`src/msgpk_pkg.sv`:
```
// Shared definitions for the MessagePack token encoder: token kinds, tag bytes
// and the encoded-token record passed from the encoder core to the top level.
// Depends on nothing.
`timescale 1ns / 1ps
`default_nettype none

package msgpk_pkg;

  typedef enum logic [3:0] {
    OP_SINT   = 4'd0,
    OP_UINT   = 4'd1,
    OP_BOOL   = 4'd2,
    OP_DOUBLE = 4'd3,
    OP_STR    = 4'd4,
    OP_BIN    = 4'd5,
    OP_ARRAY  = 4'd6,
    OP_MAP    = 4'd7,
    OP_BYTE   = 4'd8
  } op_e;

  localparam logic [7:0] TAG_FIXMAP   = 8'h80;
  localparam logic [7:0] TAG_FIXARRAY = 8'h90;
  localparam logic [7:0] TAG_FIXSTR   = 8'ha0;
  localparam logic [7:0] TAG_FALSE    = 8'hc2;
  localparam logic [7:0] TAG_TRUE     = 8'hc3;
  localparam logic [7:0] TAG_BIN8     = 8'hc4;
  localparam logic [7:0] TAG_BIN16    = 8'hc5;
  localparam logic [7:0] TAG_BIN32    = 8'hc6;
  localparam logic [7:0] TAG_FLOAT64  = 8'hcb;
  localparam logic [7:0] TAG_UINT8    = 8'hcc;
  localparam logic [7:0] TAG_UINT16   = 8'hcd;
  localparam logic [7:0] TAG_UINT32   = 8'hce;
  localparam logic [7:0] TAG_UINT64   = 8'hcf;
  localparam logic [7:0] TAG_INT8     = 8'hd0;
  localparam logic [7:0] TAG_INT16    = 8'hd1;
  localparam logic [7:0] TAG_INT32    = 8'hd2;
  localparam logic [7:0] TAG_INT64    = 8'hd3;
  localparam logic [7:0] TAG_STR8     = 8'hd9;
  localparam logic [7:0] TAG_STR16    = 8'hda;
  localparam logic [7:0] TAG_STR32    = 8'hdb;
  localparam logic [7:0] TAG_ARRAY16  = 8'hdc;
  localparam logic [7:0] TAG_ARRAY32  = 8'hdd;
  localparam logic [7:0] TAG_MAP16    = 8'hde;
  localparam logic [7:0] TAG_MAP32    = 8'hdf;

  // Longest encoding: one tag byte and eight operand bytes.
  localparam int unsigned MaxBytes = 9;
  localparam int unsigned CntW     = $clog2(MaxBytes + 1);

  // One encoded token: tag byte, operand bytes left aligned (first byte in
  // bits 63:56), and the total byte count (zero for an unknown kind).
  typedef struct packed {
    logic [7:0]      tag;
    logic [63:0]     data;
    logic [CntW-1:0] count;
  } enc_t;

endpackage

`default_nettype wire

```
`src/msgpk_enc.sv`:
```
// Combinational encoder core: picks the smallest MessagePack form for one
// token, except that signed values above 2^31-1 take int64, and returns
// its tag, aligned operand bytes and byte count. Depends on msgpk_pkg.
`timescale 1ns / 1ps
`default_nettype none

module msgpk_enc (
  input  wire logic [3:0]       op_i,
  input  wire logic [63:0]      value_i,
  output msgpk_pkg::enc_t       enc_o
);

  logic [31:0]                    len32;
  logic                           use_len;
  logic [63:0]                    src;
  logic [7:0]                     tag;
  logic [msgpk_pkg::CntW-1:0]     nb;
  logic                           known;
  logic [63:0]                    data;

  // Header lengths saturate to 32 bits.
  assign len32 = (|value_i[63:32]) ? 32'hffff_ffff : value_i[31:0];

  always_comb begin
    tag     = value_i[7:0];
    nb      = '0;
    known   = 1'b1;
    use_len = 1'b0;
    unique case (op_i)
      msgpk_pkg::OP_SINT: begin
        if (!value_i[63]) begin
          if (value_i[63:7] == '0) begin
            tag = value_i[7:0];
          end else if (value_i[63:8] == '0) begin
            tag = msgpk_pkg::TAG_UINT8;  nb = 4'd1;
          end else if (value_i[63:16] == '0) begin
            tag = msgpk_pkg::TAG_UINT16; nb = 4'd2;
          end else if (value_i[63:31] == '0) begin
            tag = msgpk_pkg::TAG_UINT32; nb = 4'd4;
          end else begin
            tag = msgpk_pkg::TAG_INT64;  nb = 4'd8;
          end
        end else begin
          if (&value_i[63:5]) begin
            tag = value_i[7:0];
          end else if (&value_i[63:7]) begin
            tag = msgpk_pkg::TAG_INT8;  nb = 4'd1;
          end else if (&value_i[63:15]) begin
            tag = msgpk_pkg::TAG_INT16; nb = 4'd2;
          end else if (&value_i[63:31]) begin
            tag = msgpk_pkg::TAG_INT32; nb = 4'd4;
          end else begin
            tag = msgpk_pkg::TAG_INT64; nb = 4'd8;
          end
        end
      end
      msgpk_pkg::OP_UINT: begin
        if (value_i[63:7] == '0) begin
          tag = value_i[7:0];
        end else if (value_i[63:8] == '0) begin
          tag = msgpk_pkg::TAG_UINT8;  nb = 4'd1;
        end else if (value_i[63:16] == '0) begin
          tag = msgpk_pkg::TAG_UINT16; nb = 4'd2;
        end else if (value_i[63:32] == '0) begin
          tag = msgpk_pkg::TAG_UINT32; nb = 4'd4;
        end else begin
          tag = msgpk_pkg::TAG_UINT64; nb = 4'd8;
        end
      end
      msgpk_pkg::OP_BOOL: begin
        tag = (|value_i) ? msgpk_pkg::TAG_TRUE : msgpk_pkg::TAG_FALSE;
      end
      msgpk_pkg::OP_DOUBLE: begin
        tag = msgpk_pkg::TAG_FLOAT64; nb = 4'd8;
      end
      msgpk_pkg::OP_STR: begin
        use_len = 1'b1;
        if (len32 <= 32'd31) begin
          tag = msgpk_pkg::TAG_FIXSTR | {3'b000, len32[4:0]};
        end else if (len32 <= 32'd255) begin
          tag = msgpk_pkg::TAG_STR8;  nb = 4'd1;
        end else if (len32 <= 32'd65535) begin
          tag = msgpk_pkg::TAG_STR16; nb = 4'd2;
        end else begin
          tag = msgpk_pkg::TAG_STR32; nb = 4'd4;
        end
      end
      msgpk_pkg::OP_BIN: begin
        use_len = 1'b1;
        if (len32 <= 32'd255) begin
          tag = msgpk_pkg::TAG_BIN8;  nb = 4'd1;
        end else if (len32 <= 32'd65535) begin
          tag = msgpk_pkg::TAG_BIN16; nb = 4'd2;
        end else begin
          tag = msgpk_pkg::TAG_BIN32; nb = 4'd4;
        end
      end
      msgpk_pkg::OP_ARRAY: begin
        use_len = 1'b1;
        if (len32 <= 32'd15) begin
          tag = msgpk_pkg::TAG_FIXARRAY | {4'b0000, len32[3:0]};
        end else if (len32 <= 32'd65535) begin
          tag = msgpk_pkg::TAG_ARRAY16; nb = 4'd2;
        end else begin
          tag = msgpk_pkg::TAG_ARRAY32; nb = 4'd4;
        end
      end
      msgpk_pkg::OP_MAP: begin
        use_len = 1'b1;
        if (len32 <= 32'd15) begin
          tag = msgpk_pkg::TAG_FIXMAP | {4'b0000, len32[3:0]};
        end else if (len32 <= 32'd65535) begin
          tag = msgpk_pkg::TAG_MAP16; nb = 4'd2;
        end else begin
          tag = msgpk_pkg::TAG_MAP32; nb = 4'd4;
        end
      end
      msgpk_pkg::OP_BYTE: begin
        tag = value_i[7:0];
      end
      default: begin
        known = 1'b0;
      end
    endcase
  end

  assign src = use_len ? {32'd0, len32} : value_i;

  // Operand bytes go out big-endian, so the low bytes move to the top.
  always_comb begin
    unique case (nb)
      4'd1:    data = {src[7:0], 56'd0};
      4'd2:    data = {src[15:0], 48'd0};
      4'd4:    data = {src[31:0], 32'd0};
      4'd8:    data = src;
      default: data = '0;
    endcase
  end

  assign enc_o.tag   = tag;
  assign enc_o.data  = data;
  assign enc_o.count = known ? nb + 4'd1 : '0;

endmodule

`default_nettype wire

```
`src/msgpack_token_encoder.sv`:
```
// Top level of the MessagePack token encoder: token input register, encoder
// core and a byte shift register that streams the encoding out.
// Depends on msgpk_pkg and msgpk_enc.
//
//   Channel   Handshake               Payload
//   -------   ---------------------   -----------------------------
//   token     start / busy            op_i[3:0], value_i[63:0]
//   byte      out_valid_o (strobe)    out_byte_o[7:0], last_o
//
// A token is taken at a clock edge where start is high and busy is low. It
// waits in the input register, is encoded and loaded into the byte shift
// register, and its bytes then leave one per cycle (an encoding has one to
// nine bytes); an unknown kind produces no byte. The byte shift register
// sets that pace. busy is high only while a waiting token cannot yet move
// into the shift register, so the next token is taken while the current one
// still streams. The byte side cannot stall. Reset clears the valid flag and
// byte count.
`timescale 1ns / 1ps
`default_nettype none

module msgpack_token_encoder (
  input  wire logic        clk_i,
  input  wire logic        rst_ni,
  input  wire logic        start,
  output      logic        busy,
  input  wire logic [3:0]  op_i,
  input  wire logic [63:0] value_i,
  output      logic        out_valid_o,
  output      logic [7:0]  out_byte_o,
  output      logic        last_o
);

  // Input register holding one accepted token.
  logic        in_valid_q, in_valid_d;
  logic [3:0]  op_q;
  logic [63:0] value_q;

  // Shift register: next byte to send sits in the top eight bits.
  logic [71:0]                    shift_q, shift_d;
  logic [msgpk_pkg::CntW-1:0]     rem_q, rem_d;

  msgpk_pkg::enc_t enc;
  logic            accept;
  logic            load;

  msgpk_enc u_enc (
    .op_i    (op_q),
    .value_i (value_q),
    .enc_o   (enc)
  );

  // The waiting token moves on when the shift register is empty or is
  // sending its final byte in this cycle.
  assign load   = in_valid_q && (rem_q <= 4'd1);
  assign busy   = in_valid_q && !load;
  assign accept = start && !busy;

  always_comb begin
    in_valid_d = in_valid_q;
    if (accept) begin
      in_valid_d = 1'b1;
    end else if (load) begin
      in_valid_d = 1'b0;
    end
  end

  always_comb begin
    shift_d = shift_q;
    rem_d   = rem_q;
    if (load) begin
      shift_d = {enc.tag, enc.data};
      rem_d   = enc.count;
    end else if (rem_q != '0) begin
      shift_d = {shift_q[63:0], 8'd0};
      rem_d   = rem_q - 4'd1;
    end
  end

  always_ff @(posedge clk_i or negedge rst_ni) begin
    if (!rst_ni) begin
      in_valid_q <= 1'b0;
      rem_q      <= '0;
    end else begin
      in_valid_q <= in_valid_d;
      rem_q      <= rem_d;
    end
  end

  // Payload registers carry no reset; the valid flag and count guard them.
  always_ff @(posedge clk_i) begin
    if (accept) begin
      op_q    <= op_i;
      value_q <= value_i;
    end
    shift_q <= shift_d;
  end

  assign out_valid_o = (rem_q != '0);
  assign out_byte_o  = shift_q[71:64];
  assign last_o      = (rem_q == 4'd1);

`ifndef NO_ASSERTIONS
  // A token's bytes leave without gaps until the final one.
  a_no_gap: assert property (@(posedge clk_i) disable iff (!rst_ni)
    out_valid_o && !last_o |=> out_valid_o)
    else $error("byte stream broke before the final byte");

  // An accepted token always lands in the input register.
  a_accept_lands: assert property (@(posedge clk_i) disable iff (!rst_ni)
    start && !busy |=> in_valid_q)
    else $error("accepted token was not captured");

  // The byte count never exceeds the longest encoding.
  a_rem_range: assert property (@(posedge clk_i) disable iff (!rst_ni)
    rem_q <= 4'd9)
    else $error("byte count out of range");

  // While busy, the held token must stay unchanged.
  a_hold_token: assert property (@(posedge clk_i) disable iff (!rst_ni)
    busy |=> $stable(op_q) && $stable(value_q))
    else $error("waiting token changed while busy");
`endif

endmodule

`default_nettype wire

```
`config.mk`:
```
export PLATFORM = sky130hd
export DESIGN_NAME = msgpack_token_encoder
export DESIGN_NICKNAME = d
export VERILOG_FILES = /design/src/msgpk_pkg.sv /design/src/msgpk_enc.sv /design/src/msgpack_token_encoder.sv
export SDC_FILE = /design/constraint.sdc
export NUM_CORES = 1
export LEC_CHECK = 0
export ABC_AREA = 1
export BUFFER_PORTS_ARGS = -buffer_cell sky130_fd_sc_hd__buf_2
export CAP_MARGIN = 15
export CORE_ASPECT_RATIO = 1.5
export CORE_MARGIN = 2
export CORE_UTILIZATION = 23
export CTS_CLUSTER_SIZE = 30
export DETAILED_ROUTE_END_ITERATION = 7
export SETUP_SLACK_MARGIN = 0.05
export SLEW_MARGIN = 20
export SYNTH_ARGS = -nofsm -noshare
export SYNTH_HDL_FRONTEND = slang
export SYNTH_SLANG_ARGS = --single-unit
```
`constraint.sdc`:
```
create_clock -name clk_i -period 8.4 [get_ports clk_i]
set_input_delay 2.1 -clock clk_i [delete_from_list [all_inputs] [get_ports clk_i]]
set_output_delay 2.1 -clock clk_i [all_outputs]
set_load 0.02 [all_outputs]
```
# Yosys cells after proc, flatten, opt, wreduce, memory -nomap -nowiden
# Index checks and enable logic that the tools add are counted.
# W data, S select, Z words.
[op_classes] n_addsub=2 magnitude_cmp=5 n_eq_ne=13 mux=54 reduce_logical=23
[op_table] cell="$pmux W64 S4" n=1
[op_table] cell="$mux W72" n=2
[op_table] cell="$mux W8" n=15
[op_table] cell="$mux W4" n=18
[op_table] cell="$mux W64" n=1
[op_table] cell="$pmux W8 S8" n=1
[op_table] cell="$reduce_or A64 Y1" n=1
[op_table] cell="$reduce_and A59 Y1" n=1
[op_table] cell="$logic_not A57 Y1" n=1
[op_table] cell="$reduce_and A57 Y1" n=1
[op_table] cell="$logic_not A56 Y1" n=1
[op_table] cell="$reduce_and A49 Y1" n=1
[op_table] cell="$logic_not A48 Y1" n=1
[op_table] cell="$logic_not A33 Y1" n=1
[op_table] cell="$reduce_and A33 Y1" n=1
[op_table] cell="$le A32 B16 Y1 const B" n=1
[op_table] cell="$le A32 B4 Y1 const B" n=1
[op_table] cell="$le A32 B5 Y1 const B" n=1
[op_table] cell="$le A32 B8 Y1 const B" n=1
[op_table] cell="$logic_not A32 Y1" n=1
[op_table] cell="$mux W32" n=1
[op_table] cell="$reduce_or A32 Y1" n=1
[op_table] cell="$pmux W4 S6" n=1
[op_table] cell="$eq A4 B3 Y1 const B" n=5
[op_table] cell="other kinds (18)" n=37
[word_totals] regBits=145 output_inout_bits=11

# Logic depth before layout (Yosys ltp)
[logic_depth] ltp_word=10 depth_mapped=17

# By module
# From an unflattened synthesis, not the netlist that was laid out.
[unflattened] cells_unflattened=1071 hier_area_um2=8318.0
[by_module_without_submodules] mod="msgpack_token_encoder" n_inst=1 cells_each=417 area_each_um2=5476.5
[by_module_without_submodules] mod="msgpk_enc" n_inst=1 cells_each=654 area_each_um2=2841.5

# Worst setup path after synthesis
# OpenSTA, ideal clock, no wires.
[synth_path] path_kind="input-to-reg" start="input port start" end="register op_q[0], enable pin" arrival_time_ns=4.973 required_time_ns=7.905 setup_slack_ns=2.933 stages=2 n_path_buf=0 path_cell_list="inv_1 -> nor2_1"
[synth_between] elab_chain_len=1
[synth_lines] item="from (decl)" line_no="msgpack_token_encoder.sv:24" source="input wire logic start,"
[synth_lines] item="$logic_and A1 B1 Y1" line_no="msgpack_token_encoder.sv:56" source="assign accept = start && !busy;"
[synth_lines] item="via accept" line_no="msgpack_token_encoder.sv:43" source="logic accept;"
[synth_lines] item="to (signal assigned)" line_no="msgpack_token_encoder.sv:92" source="op_q <= op_i;"
[synth_lines] item="to (decl)" line_no="msgpack_token_encoder.sv:35" source="logic [3:0] op_q;"
# The timed path passes the listed nets, and every way through them passes these cells.
# A chain may end at the register's enable or synchronous reset.

# Final worst setup path
[layout_path] start="register rem_q[0] (netlist name)" end="output port busy"
[layout_between] elab_chain_len=4
[layout_lines] item="from (decl)" line_no="msgpack_token_encoder.sv:40" source="logic [msgpk_pkg::CntW-1:0] rem_q, rem_d;"
[layout_lines] item="from (signal assigned)" line_no="msgpack_token_encoder.sv:85" source="rem_q <= rem_d;"
[layout_lines] item="$le A4 B1 Y1" line_no="msgpack_token_encoder.sv:54" source="assign load = in_valid_q && (rem_q <= 4'd1);"
[layout_lines] item="$logic_and A1 B1 Y1" line_no="msgpack_token_encoder.sv:54"
[layout_lines] item="$logic_not A1 Y1" line_no="msgpack_token_encoder.sv:55" source="assign busy = in_valid_q && !load;"
[layout_lines] item="$logic_and A1 B1 Y1" line_no="msgpack_token_encoder.sv:55"
[layout_lines] item="to (decl)" line_no="msgpack_token_encoder.sv:25" source="output logic busy,"
# Every way passes these cells.

==> metrics <==
Pre-antenna DRT Iters 6; clk_lat worst skew 0.46 ns; FP Rows 84; Synth Warn # 0; post-route ant nets 0; main combinational cell family by area after synthesis simple AND/OR/NAND/NOR gates; maximum clock path buffer count 2; drt wl/cell 17.3 µm; largest stage delay on the critical path 0.38 ns; Tot GR Track Use 15.3%; Synth Area in Compound Gates under 10%; relative slew slack 33.2%; Slowest-stage cell, CP dfrtp_1; Root Buffer clkbuf_16; delay-heaviest family, CP buffers and inverters; clk_skew 0.0243 ns; most numerous cell in the Yosys netlist nand2_1; Crit path required time 6.30 ns; Hold Path Class flop to flop; Post-CTS Setup Repair Bufs 0; mapped cell area between 8000 and 9000 µm²; share of cells above drive strength 1 roughly 12%; Post-synth EDFFs 140; Post-Synth XOR/XNOR Area less than 1%; Fmax 257 MHz; area grow syn2layout 16.5%; post-synthesis mux area share 0%; Worst setup EP type primary output; power per cell area 318 nW/µm²; Setup CP Type flop to primary output; drt initial violations between 600 and 700; Seq/Total Area, Yosys 53.0%; global-route wire length before repair 41.8 mm; GPL Wtd Cong 0.994; CTS tree built; post-CTS resize count 0; vias in the first global route 7107; clock slew at reported path FFs 0.07 ns; Syn Area/Cell between 7 and 8 µm²; CP dominant cell by count inv_1; Max H-tree Level 4; die area 37000 µm²; Post-synth top cells nand2_1, nor2_1, edfxtp_1; ys flop type edfxtp_1; synthesized flop and latch total 145; setup TNS 0 ns; # IOs 82; Pleak a little over 4 nW; initial antenna violation count 0; Final #Nets about 1200; maximum vdd drop 148 µV; Post-Synthesis Cells 1036; simple logic cell fraction of the synthesized area 31.6%; adder-cell share of the synthesized area less than 1%; chain of cells forming the critical path inv_1 -> ha_1 -> inv_1 -> nor2_1 -> nor2_1 -> nand2_1 -> inv_1 -> buf_2; core area 35000 µm²; Buf/Inv on CP 4; ys async rst share 3.45%; CP max FO 3; period utilization roughly 46%; initial core utilization between 20% and 30%; total power 3.02 mW; post-synth cell types 34; PortBufs 81; clock tree sinks 145; via count 7153; Final Hold Vio Count 0; syn nets 1109; final wirelength 27.5 mm; Synth area leader edfxtp_1; final setup violation count 0; final slew viol count 0; status finished clean; CP arrival 1.80 ns; vias per cell approximately 4.5; die width 158 µm; max_cap viols 0; largest net degree at the start of global routing 75; total congestion overflow 0; hold buffers post-CTS 0; Antenna diodes 0; top cell type's share of synthesized area between 50% and 60%; RSZ-0062 raised after global routing false; number of remaining DRC errors 0; pin slew with the least headroom to its limit 0.999 ns; CTS Buf Count 17; minimum clock period 3.90 ns; largest cells by area after synthesis edfxtp_1, nand2_1, nor2_1, inv_1, nand3_1; Die Ht 235 µm; crit path launch type flop; Final HPWL DP 21.0 mm
[through the flow]
| stage | util, % | cell area (µm²) | hold WS [ns] | instances | setup WS, ns |
|---|---|---|---|---|---|
| floorplan | - | 8160 | 0.483 | 1036 | 2.93 |
| global placement | 25.6 | 8970 | 0.504 | 1556 | 4.91 |
| detailed placement | 25.6 | 8970 | 0.506 | 1556 | 4.76 |
| CTS | 27.2 | 9510 | 0.525 | 1588 | 4.43 |
| global route | 27.2 | 9510 | 0.539 | 1588 | 4.25 |
| finish | 27.2 | 9510 | 0.513 | 1588 | 4.50 |
[path summary, 6_finish.rpt]
| kind | from | end | slack, ns | cells past startpoint |
|---|---|---|---|---|
| worst max-delay path | rem_q[0] | busy | 4.50 | 8 |
| worst min-delay path | shift_q[44] | shift_q[52] | 0.51 | 2 |
| worst max register to register | value_q[63] | shift_q[12] | 4.65 | 10 |
| worst min register to register | shift_q[44] | shift_q[52] | 0.51 | 2 |
| max in group asynchronous | rst_ni | rem_q[0] | 6.80 | 1 |
| min in group asynchronous | rst_ni | rem_q[2] | 1.46 | 1 |
[routing by layer]
metal / part of all wire, % / up-vias / track usage, % / wire length [µm]
li1: - / 3489 / - / -
met1: 38 / 3305 / 16.8 / 10400
met2: 51 / 263 / 26.4 / 14100
met3: 4.5 / 96 / 2.71 / 1250
met4: 6.3 / 0 / 10.3 / 1740
met5: 0 / - / 0 / 0
[area by class of cell]
| class | count | area (µm²) |
|---|---|---|
| clock buffer | 18 | 429 |
| timing repair buffer | 86 | 443 |
| multi-input combinational | 746 | 3210 |
| fill | 3796 | 25500 |
| clock inverter | 14 | 104 |
| sequential | 145 | 4330 |
| tap | 473 | 592 |
| inverter | 106 | 398 |
[sequential cells by signal (all words and copies together) (netlist names)]
register,cells
value_q,64
in_valid_q,1
rem_q,4
op_q,4
shift_q,72
[report_power, final]
group	total (mW)	internal, mW	switching (mW)
logic	1.00	0.268	0.736
registers	1.32	1.12	0.198
clock network	0.696	0.379	0.317
[tightest hold or removal path, cell delays in order, from the launching register on]
cell and delay [ns]:
edfxtp_1 0.32, nand2_1 0.05, nand2_1 0.06
[logic make-up (layout without fill, tap and decap cells)]
family,after synthesis,after routing
DFF,145,145
adders and majority gates,2,2
and+or+nand+nor,636,636
AOI/OAI and AO/OA,107,107
buffers and inverters,145,224
xor gates and xnor gates,1,1
[cells in the final DEF (no fill, tap or decap), types with 4 or more instances in the layout]
cell type	instances
nor3_1	8
nor2_1	215
o211ai_1	4
dfrtp_1	5
inv_1	101
nand4_1	13
inv_2	5
clkbuf_16	17
o21ai_0	55
buf_4	5
nand2_1	313
edfxtp_1	140
o21bai_1	8
buf_2	81
nand3_1	69
a21oi_1	16
nor2_2	5
o21ai_1	18
inv_6	4
nand3_2	4
Note: power is estimated with default switching activity, not from simulation.
